==> config.mk <==
export PLATFORM = sky130hd
export DESIGN_NAME = forth_source_squeezer_top
export DESIGN_NICKNAME = d
export VERILOG_FILES = /design/src/rtl/core/fss_pkg.sv /design/src/rtl/core/fss_step.sv /design/src/rtl/core/forth_source_squeezer_top.sv
export SDC_FILE = /design/constraint.sdc
export NUM_CORES = 1
export LEC_CHECK = 0
export ABC_AREA = 0
export CAP_MARGIN = 20
export CORE_UTILIZATION = 46
export CTS_BUF_LIST = sky130_fd_sc_hd__clkbuf_16
export CTS_CLUSTER_DIAMETER = 200
export DETAILED_ROUTE_END_ITERATION = 10
export DONT_BUFFER_PORTS = 1
export MAX_ROUTING_LAYER = met4
export SYNTH_ARGS = -nofsm -noshare
export SYNTH_HDL_FRONTEND = slang
export SYNTH_SLANG_ARGS = --single-unit
==> constraint.sdc <==
create_clock -name clk -period 2.25 [get_ports clk]
set_input_delay 0.45 -clock clk [delete_from_list [all_inputs] [get_ports clk]]
set_output_delay 0.45 -clock clk [all_outputs]
set_load 0.02 [all_outputs]
==> src/rtl/core/fss_pkg.sv <==
`default_nettype none
package fss_pkg;

  localparam logic [7:0] CH_QUOTE  = 8'h22;
  localparam logic [7:0] CH_LPAREN = 8'h28;
  localparam logic [7:0] CH_RPAREN = 8'h29;
  localparam logic [7:0] CH_BSLASH = 8'h5C;
  localparam logic [7:0] CH_LF     = 8'h0A;
  localparam logic [7:0] CH_TAB    = 8'h09;
  localparam logic [7:0] CH_CR     = 8'h0D;
  localparam logic [7:0] CH_NUL    = 8'h00;
  localparam logic [7:0] CH_SPACE  = 8'h20;

  typedef enum logic [1:0] {
    MODE_NORMAL = 2'd0,
    MODE_PAREN  = 2'd1,
    MODE_LINE   = 2'd2,
    MODE_SLINE  = 2'd3
  } skip_mode_t;

  typedef struct packed {
    logic       in_string;
    skip_mode_t skip_mode;
    logic       space_run;
  } fss_state_t;

endpackage
`default_nettype wire

==> src/rtl/core/fss_step.sv <==
`default_nettype none
module fss_step (
  input  wire logic [7:0]         byte_i,
  input  wire fss_pkg::fss_state_t st_i,
  output fss_pkg::fss_state_t     st_o,
  output logic                    emit_o,
  output logic [7:0]              byte_o
);
  import fss_pkg::*;

  logic cont;
  logic blank;

  assign blank = (byte_i == CH_SPACE) || (byte_i == CH_TAB) || (byte_i == CH_CR) ||
                 (byte_i == CH_LF) || (byte_i == CH_NUL);

  always_comb begin
    st_o   = st_i;
    emit_o = 1'b0;
    byte_o = byte_i;
    cont   = 1'b0;

    unique case (st_i.skip_mode)
      MODE_PAREN: begin
        if (byte_i == CH_RPAREN) begin
          st_o.skip_mode = MODE_NORMAL;
        end
      end
      MODE_LINE: begin
        if (byte_i == CH_LF) begin
          st_o.skip_mode = MODE_NORMAL;
          cont           = 1'b1;
        end
      end
      MODE_SLINE: begin
        if (byte_i == CH_QUOTE) begin
          st_o.in_string = ~st_i.in_string;
        end else if (byte_i == CH_LF) begin
          // A string-line comment that ends outside a string leaves a run open.
          st_o.skip_mode = MODE_NORMAL;
          st_o.space_run = ~st_i.in_string;
          cont           = 1'b1;
        end
      end
      default: begin
        cont = 1'b1;
      end
    endcase

    // The terminating newline of a line comment is then treated as an ordinary byte.
    if (cont) begin
      priority if (byte_i == CH_QUOTE) begin
        st_o.in_string = ~st_o.in_string;
        st_o.space_run = 1'b0;
        emit_o         = 1'b1;
      end else if (!st_o.in_string && byte_i == CH_LPAREN) begin
        emit_o         = ~st_o.space_run;
        byte_o         = CH_SPACE;
        st_o.skip_mode = MODE_PAREN;
        st_o.space_run = 1'b1;
      end else if (byte_i == CH_BSLASH) begin
        emit_o = ~st_o.space_run;
        byte_o = CH_SPACE;
        if (st_o.in_string) begin
          st_o.skip_mode = MODE_SLINE;
        end else begin
          st_o.skip_mode = MODE_LINE;
          st_o.space_run = 1'b1;
        end
      end else if (!st_o.in_string && blank) begin
        emit_o         = ~st_o.space_run;
        byte_o         = CH_SPACE;
        st_o.space_run = 1'b1;
      end else begin
        st_o.space_run = 1'b0;
        emit_o         = 1'b1;
      end
    end
  end

endmodule
`default_nettype wire

==> src/rtl/core/forth_source_squeezer_top.sv <==
// Source squeezer for Forth-like text: one byte word in, zero or one byte word out.
// Input channel in_valid/in_ready/in_byte, result channel out_valid/out_ready/out_byte.
// An accepted word is held in an input register; once the output register is free it
// is filtered against the quote, comment and whitespace-run flags, and any result is
// loaded into the output register.
// One word is accepted per cycle while the receiver takes results; the single
// combinational filter step between the two registers sets that rate.
// Comments and runs of whitespace outside strings come out as one space (0x20);
// words that produce nothing are simply dropped.
// When the receiver stalls, the output register holds its word, the input register
// fills behind it and in_ready then falls until out_ready returns.
// Reset (rst_n low, synchronous) empties both registers and returns the filter to
// the state outside any string, comment or whitespace run.
`default_nettype none
module forth_source_squeezer_top (
  input  wire logic       clk,
  input  wire logic       rst_n,
  input  wire logic       in_valid,
  output logic            in_ready,
  input  wire logic [7:0] in_byte,
  output logic            out_valid,
  input  wire logic       out_ready,
  output logic [7:0]      out_byte
);
  import fss_pkg::*;

  logic       s1_valid_r, s1_valid_nxt;
  logic [7:0] s1_byte_r;
  fss_state_t st_r, st_nxt;
  logic       out_valid_r, out_valid_nxt;
  logic [7:0] out_byte_r;

  fss_state_t step_st;
  logic       step_emit;
  logic [7:0] step_byte;
  logic       adv;

  fss_step u_step (
    .byte_i (s1_byte_r),
    .st_i   (st_r),
    .st_o   (step_st),
    .emit_o (step_emit),
    .byte_o (step_byte)
  );

  // The held word moves on only when the output register is free this cycle.
  assign adv      = s1_valid_r && (!out_valid_r || out_ready);
  assign in_ready = !s1_valid_r || adv;

  always_comb begin
    s1_valid_nxt  = in_valid || (s1_valid_r && !adv);
    st_nxt        = adv ? step_st : st_r;
    out_valid_nxt = out_valid_r && !out_ready;
    if (adv && step_emit) begin
      out_valid_nxt = 1'b1;
    end
  end

  always_ff @(posedge clk) begin
    if (!rst_n) begin
      s1_valid_r  <= 1'b0;
      out_valid_r <= 1'b0;
      st_r        <= '{in_string: 1'b0, skip_mode: MODE_NORMAL, space_run: 1'b0};
    end else begin
      s1_valid_r  <= s1_valid_nxt;
      out_valid_r <= out_valid_nxt;
      st_r        <= st_nxt;
    end
  end

  always_ff @(posedge clk) begin
    if (in_valid && in_ready) begin
      s1_byte_r <= in_byte;
    end
    if (adv && step_emit) begin
      out_byte_r <= step_byte;
    end
  end

  assign out_valid = out_valid_r;
  assign out_byte  = out_byte_r;

`ifndef SYNTHESIS
  a_comment_opens_run: assert property (@(posedge clk) disable iff (!rst_n)
    (st_r.skip_mode == MODE_PAREN || st_r.skip_mode == MODE_LINE) |-> st_r.space_run)
    else $error("comment open without an open whitespace run");

  a_stall_holds_word: assert property (@(posedge clk) disable iff (!rst_n)
    (s1_valid_r && out_valid_r && !out_ready) |=> (s1_valid_r && $stable(s1_byte_r)))
    else $error("held word lost while output stalled");

  a_paren_only_in_string: assert property (@(posedge clk) disable iff (!rst_n)
    (adv && step_emit && step_byte == CH_LPAREN && st_r.skip_mode == MODE_NORMAL)
      |-> st_r.in_string)
    else $error("parenthesis passed through outside a string");
`endif

endmodule
`default_nettype wire
; Yosys cells after proc, flatten, opt, wreduce, memory -nomap -nowiden
; Cells that the tools add are included.
[word_totals]
ff_bits = 22
input_bits = 12
elab_cells = 73
[classes]
eq_ne = 11
muxes = 32
bitwise_logic = 3
n_reduce_logical = 20
[ops]
columns = operator, n
row1 = $mux W8, 5
row2 = $eq A8 B6 Y1 const B, 4
row3 = $eq A8 B4 Y1 const B, 3
row4 = $mux W1, 17
row5 = $mux W3, 3
row6 = $eq A8 B7 Y1 const B, 1
row7 = $logic_not A8 Y1, 1
row8 = $mux W2, 4
row9 = $logic_and A1 B1 Y1, 7
row10 = $logic_or A1 B1 Y1, 7
row11 = $pmux W2 S3, 1
row12 = $logic_not A1 Y1, 5
row13 = $eq A2 B2 Y1 const B, 2
row14 = $mux W4, 1
row15 = $not A1 Y1, 3
row16 = $pmux W1 S3, 1
row17 = $eq A2 B1 Y1 const B, 1

; Logic depth before layout (Yosys ltp)
[logic_depth]
ltp_word = 13
depth_mapped = 6
ltp_nobuf = 5

; Cells and area by module
; A second synthesis with hierarchy kept.
[unflattened]
cells_unflattened = 123
area_unflattened_um2 = 1227.4
[by_module_without_submodules]
columns = mod, instances, cells_per_inst, area_each_um2, seq_area_each_um2
row1 = forth_source_squeezer_top, 1, 45, 730.7, 600.6
row2 = fss_step, 1, 78, 496.7, 0.0

; Worst setup path before layout
; OpenSTA, ideal clock, no wires.
[synth_timing]
path_type = register -> register
start = register s1_byte_r[4]
end = register out_byte_r[0] (netlist: out_byte[0]), enable pin
arrival_ns = 1.874
t_required_ns = 1.880
setup_slack_ns = 0.007
path_stages_with_launch = 6
n_path_buf = 0
path_cell_list = edfxtp_1 -> or4_4 -> nor3_2 -> mux2i_1 -> nand4_1 -> nor3b_2
[synth_via]
elab_chain_cells = 12
elab_cells_between_ends = 30
classes_between = eq/ne: 7 / mux: 13 / bitwise: 1 / reduce/logical: 9
[synth_rtl]
columns = item, line_no
row1 = "start, declared", forth_source_squeezer_top.sv:28  ; logic [7:0] s1_byte_r;
row2 = "start signal, assigned", forth_source_squeezer_top.sv:73  ; s1_byte_r <= in_byte;
row3 = branches (longest 10 deep; another with $eq A8 B4 Y1), --
row4 = $mux W1 *, fss_step.sv:51  ; if (cont) begin
row5 = $logic_and A1 B1 Y1 *, forth_source_squeezer_top.sv:75  ; if (adv && step_emit) begin
row6 = "end signal, assigned", forth_source_squeezer_top.sv:76  ; out_byte_r <= step_byte;
row7 = "end, declared", forth_source_squeezer_top.sv:31  ; logic [7:0] out_byte_r;
; Mark *: on every way between the ends.
; A chain may end at the register's enable or synchronous reset.

; Worst setup path in the final report
[layout_timing]
start = register s1_byte_r[4]
end = register out_byte_r[4] (netlist: out_byte[4]), enable pin
; The elaborated chain is that of the path after synthesis.

==> qor_table.md <==
| Result | Value | Unit |
|---|---|---|
| Result of the run | finished clean | - |
| Row cnt | 18 | - |
| Clock tree root driver cell | clkbuf_16 | - |
| Worst-skew pair later-pin latency | 260 | ps |
| Category of the worst setup path launch point | flip-flop | - |
| WL final | 2455 | µm |
| FF+latch count, synth | 22 | - |
| Achievable Freq | 465.6 | MHz |
| Die outline width | 52.94 | µm |
| Kind of critical path | reg2reg | - |
| Clk slew on worst S/H paths | 60 | ps |
| DRC viols | 0 | - |
| Cell area power density | 657.9 | nW/µm² |
| Hold buffers post-CTS | 0 | - |
| Xor/xnor cell area share of the yosys netlist | 1.468 | % |
| Post-synthesis share of cell area spent on and, or, nand and nor gates | 26.42 | % |
| Core region area | 2455 | µm² |
| Endpoints failing hold | 0 | - |
| Initial antenna violation count | 0 | - |
| Number of buffers created by CTS | 3 | - |
| Switching component of the power | 0.1982 | mW |
| Proportion of register bits with asynchronous set or reset after synthesis | 0 | % |
| Total of max-cap violations | 0 | - |
| Area share of the largest cell type after synthesis | 40.25 | % |
| Share of cells above drive strength 1 | 23.33 | % |
| Combined global-route utilization of all metal layers | 20.93 | % |
| Largest cells by area after synthesis | edfxtp_1 40%, dfxtp_1 10%, nor2b_1 3.7% | - |
| Gp weighted congestion | 0.8643 | - |
| Routed len/inst | 16.37 | µm |
| Average size of a mapped cell | 11.26 | µm² |
| Diode insertion count for antenna repair | 0 | - |
| Count of final max-slew check failures | 0 | - |
| Chain of cells forming the critical path | or4_4, o31a_1, o21ai_1, nand4_1, nor3b_4, buf_4 | - |
| Main combinational cell family by area after synthesis | simple AND/OR/NAND/NOR gates | - |
| Synthesis-to-layout area growth | 17.72 | % |
| Clock Path Buffers | 2 | - |
| HPWL Detailed | 1752 | µm |
| Leakage | 0.4757 | nW |
| Wire length of the first global-routing pass | 3919 | µm |
| Share of synthesized area occupied by flip-flops and latches | 50.31 | % |
| Count of buffers from port buffering | 0 | - |
| WP data required | 2270 | ps |
| Total design power | 0.9245 | mW |
| Top FF cell, synth | edfxtp_1 | - |
| Compound-cell area share of the yosys netlist | 17.71 | % |
| Final min period | 2148 | ps |
| Final setup viols | 0 | - |
| Data arrival time of the critical path | 2170 | ps |
| Post-synthesis cell type with the largest combined area | edfxtp_1 | - |
| Clock tree from TritonCTS | done | - |
| Antenna-violating nets left | 0 | - |
| Footprint of the multi-input gates | 560.5 | µm² |
| Clk sink count | 22 | - |
| Drt initial violations | 15 | - |
| Count of fill cells added during filler insertion | 219 | - |
| Via count of the first global-routing pass | 856 | - |
| Via count normalized by instance count | 5.973 | - |
| Worst path max stage delay | 580 | ps |
| Total vias in the final route | 896 | - |
| Ys Warns | 0 | - |
| Remaining global-route overflow | 0 | - |
| Fraction of synthesized area in multiplexers | 0.8386 | % |
| Die extent in y | 52.94 | µm |
| Mapped Cells | 106 | - |
| Comb power frac | 7.7 | % |
| Utilization of the core after routing | 57.24 | % |
| Length of the first detailed-routing pass in iterations | 4 | - |
| Maximum number of pins on one net before global-route repair | 13 | - |
| Cell area after synthesis | 1194 | µm² |
| Final worst path period share | 95.46 | % |
| Adder and majority cell fraction of the synthesized area | 0 | % |
| Clock network fraction of design power | 40.5 | % |
| Syn nets | 118 | - |
| Share of total power in sequential cells | 51.8 | % |
| Pint | 0.7263 | mW |
| Maximum vdd ir drop | 0.5213 | mV |
| Cell variety after synth | 49 | - |
| H-tree level count | 1 | - |
| Transition at the pin with the smallest max-transition slack | 444.2 | ps |
| Sw Ratio | 21.44 | % |
| Slew margin rel. | 70.32 | % |
| Type of destination of the critical path | flip-flop | - |
| RSZ-0062 raised after global routing | no | - |
| EDFF count, synth | 16 | - |
| Critical path fanouts, max | 5 | - |
| Top Ports | 22 | - |
| Max Clock Skew | 4.225 | ps |
| Starting utilization of the core area | 48.62 | % |
| CP max stage cell | or4_4 | - |
| Worst hold path class | in2reg | - |
| Sequential cell area | 600.6 | µm² |
| Die footprint | 2803 | µm² |
| Total Nets Final | 133 | - |
area by class of cell:
type / count / area share, %
Inverter: 2 / 0.5343
Multi-Input combinational cell: 76 / 39.89
Tap cell: 30 / 2.671
Clock inverter: 1 / 0.2671
Sequential cell: 22 / 42.74
Timing Repair Buffer: 16 / 8.549
Clock buffer: 3 / 5.343
cells in the mapped netlist, drive strengths merged, types with 2 or more instances:
master   number
edfxtp       16
nor2b         7
dfxtp         6
nand3         6
nor2          5
clkbuf        4
nand2         4
nor4          4
o21a          4
nor3          3
a2111oi       2
a21oi         2
a41oi         2
and2          2
and3b         2
buf           2
inv           2
nand2b        2
nand4bb       2
nor3b         2
o211ai        2
o21ai         2
o31ai         2
o41ai         2
or3           2
or4           2
timing repair:
| item | 4_1_cts | 5_1_grt |
|---|---|---|
| setup endpoints to repair | 8 | 8 |
| pin swaps | 0 | 0 |
| setup buffers | 0 | 2 |
| endpoints found under the hold margin | 0 | 0 |
| gates resized for setup | 1 | 0 |
sequential cells by signal, indices dropped and copies added (netlist names):
register,count
out_valid,1
out_byte,8
s1_byte_r,8
s1_valid_r,1
st_r,4
worst max-delay path: cells and delay by family (launching register included):
family	cells	cell delay [ps]
AND/OR/NAND/NOR	3	890
AO/OA/AOI/OAI	2	470
buffers and inverters	1	170
flip-flops	1	380
per-layer routing:
layer / global-route usage, % / part of all wire [%] / vias to the layer above / routed length, µm
met4: 11.40 / 2.0 / 0 / 49
met3: 4.310 / 2.3 / 5 / 57
met1: 26.79 / 48 / 427 / 1178
li1: - / - / 444 / -
met2: 30.80 / 48 / 20 / 1169
met5: - / 0 / - / 0
logic make-up after synthesis:
kind of cell	after synthesis
DFF	22
xor gates and xnor gates	2
muxes	1
AOI/OAI and AO/OA	26
and+or+nand+nor	47
buffers and inverters	8
power groups by stage:
stage | Clock, mW | Sequential (mW) | Combinational, mW
detailed placement | 0 | 0.487 | 0.0662
finish | 0.374 | 0.479 | 0.0715
CTS | 0.383 | 0.479 | 0.0676
global route | 0.400 | 0.482 | 0.0781
floorplan | 0 | 0.486 | 0.0442
global placement | 0 | 0.486 | 0.0649
stage by stage:
step,hold WS (ps),worst slack [ps],TNS [ps],area [µm²],cells
finish,285.0,102.0,0,1405,150
global placement,479.4,-30.14,-239.6,1305,144
global route,275.4,25.83,0,1405,150
floorplan,455.5,6.624,0,1194,106
detailed placement,474.3,-108.8,-869.9,1305,144
CTS,282.3,27.01,0,1390,148
layout by cell type, fill, tap and decap left out, drive strengths merged, types with 2 or more instances in the layout:
cell / instances
nor3: 3
dfxtp: 6
or4: 2
inv: 3
nor2b: 7
o21a: 4
nand4bb: 2
buf: 16
nand2b: 2
o211ai: 2
edfxtp: 16
and2: 2
nand2: 4
nor4: 4
a2111oi: 2
nand3: 6
o21ai: 2
nor3b: 2
or3: 2
clkbuf: 3
and3b: 2
o41ai: 2
a21oi: 2
o31ai: 2
nor2: 5
a41oi: 2
path summary, 6_finish.rpt:
check	from	end	slack, ps	depth (start not counted)
hold / removal	in_byte[2]	s1_byte_r[2]	280	0
hold reg to reg	st_r[0]	st_r[0]	480	2
setup / recovery	s1_byte_r[4]	out_byte[4]	100	6
setup reg to reg	s1_byte_r[4]	out_byte[4]	100	6
Power figures use the tool's default switching activity.
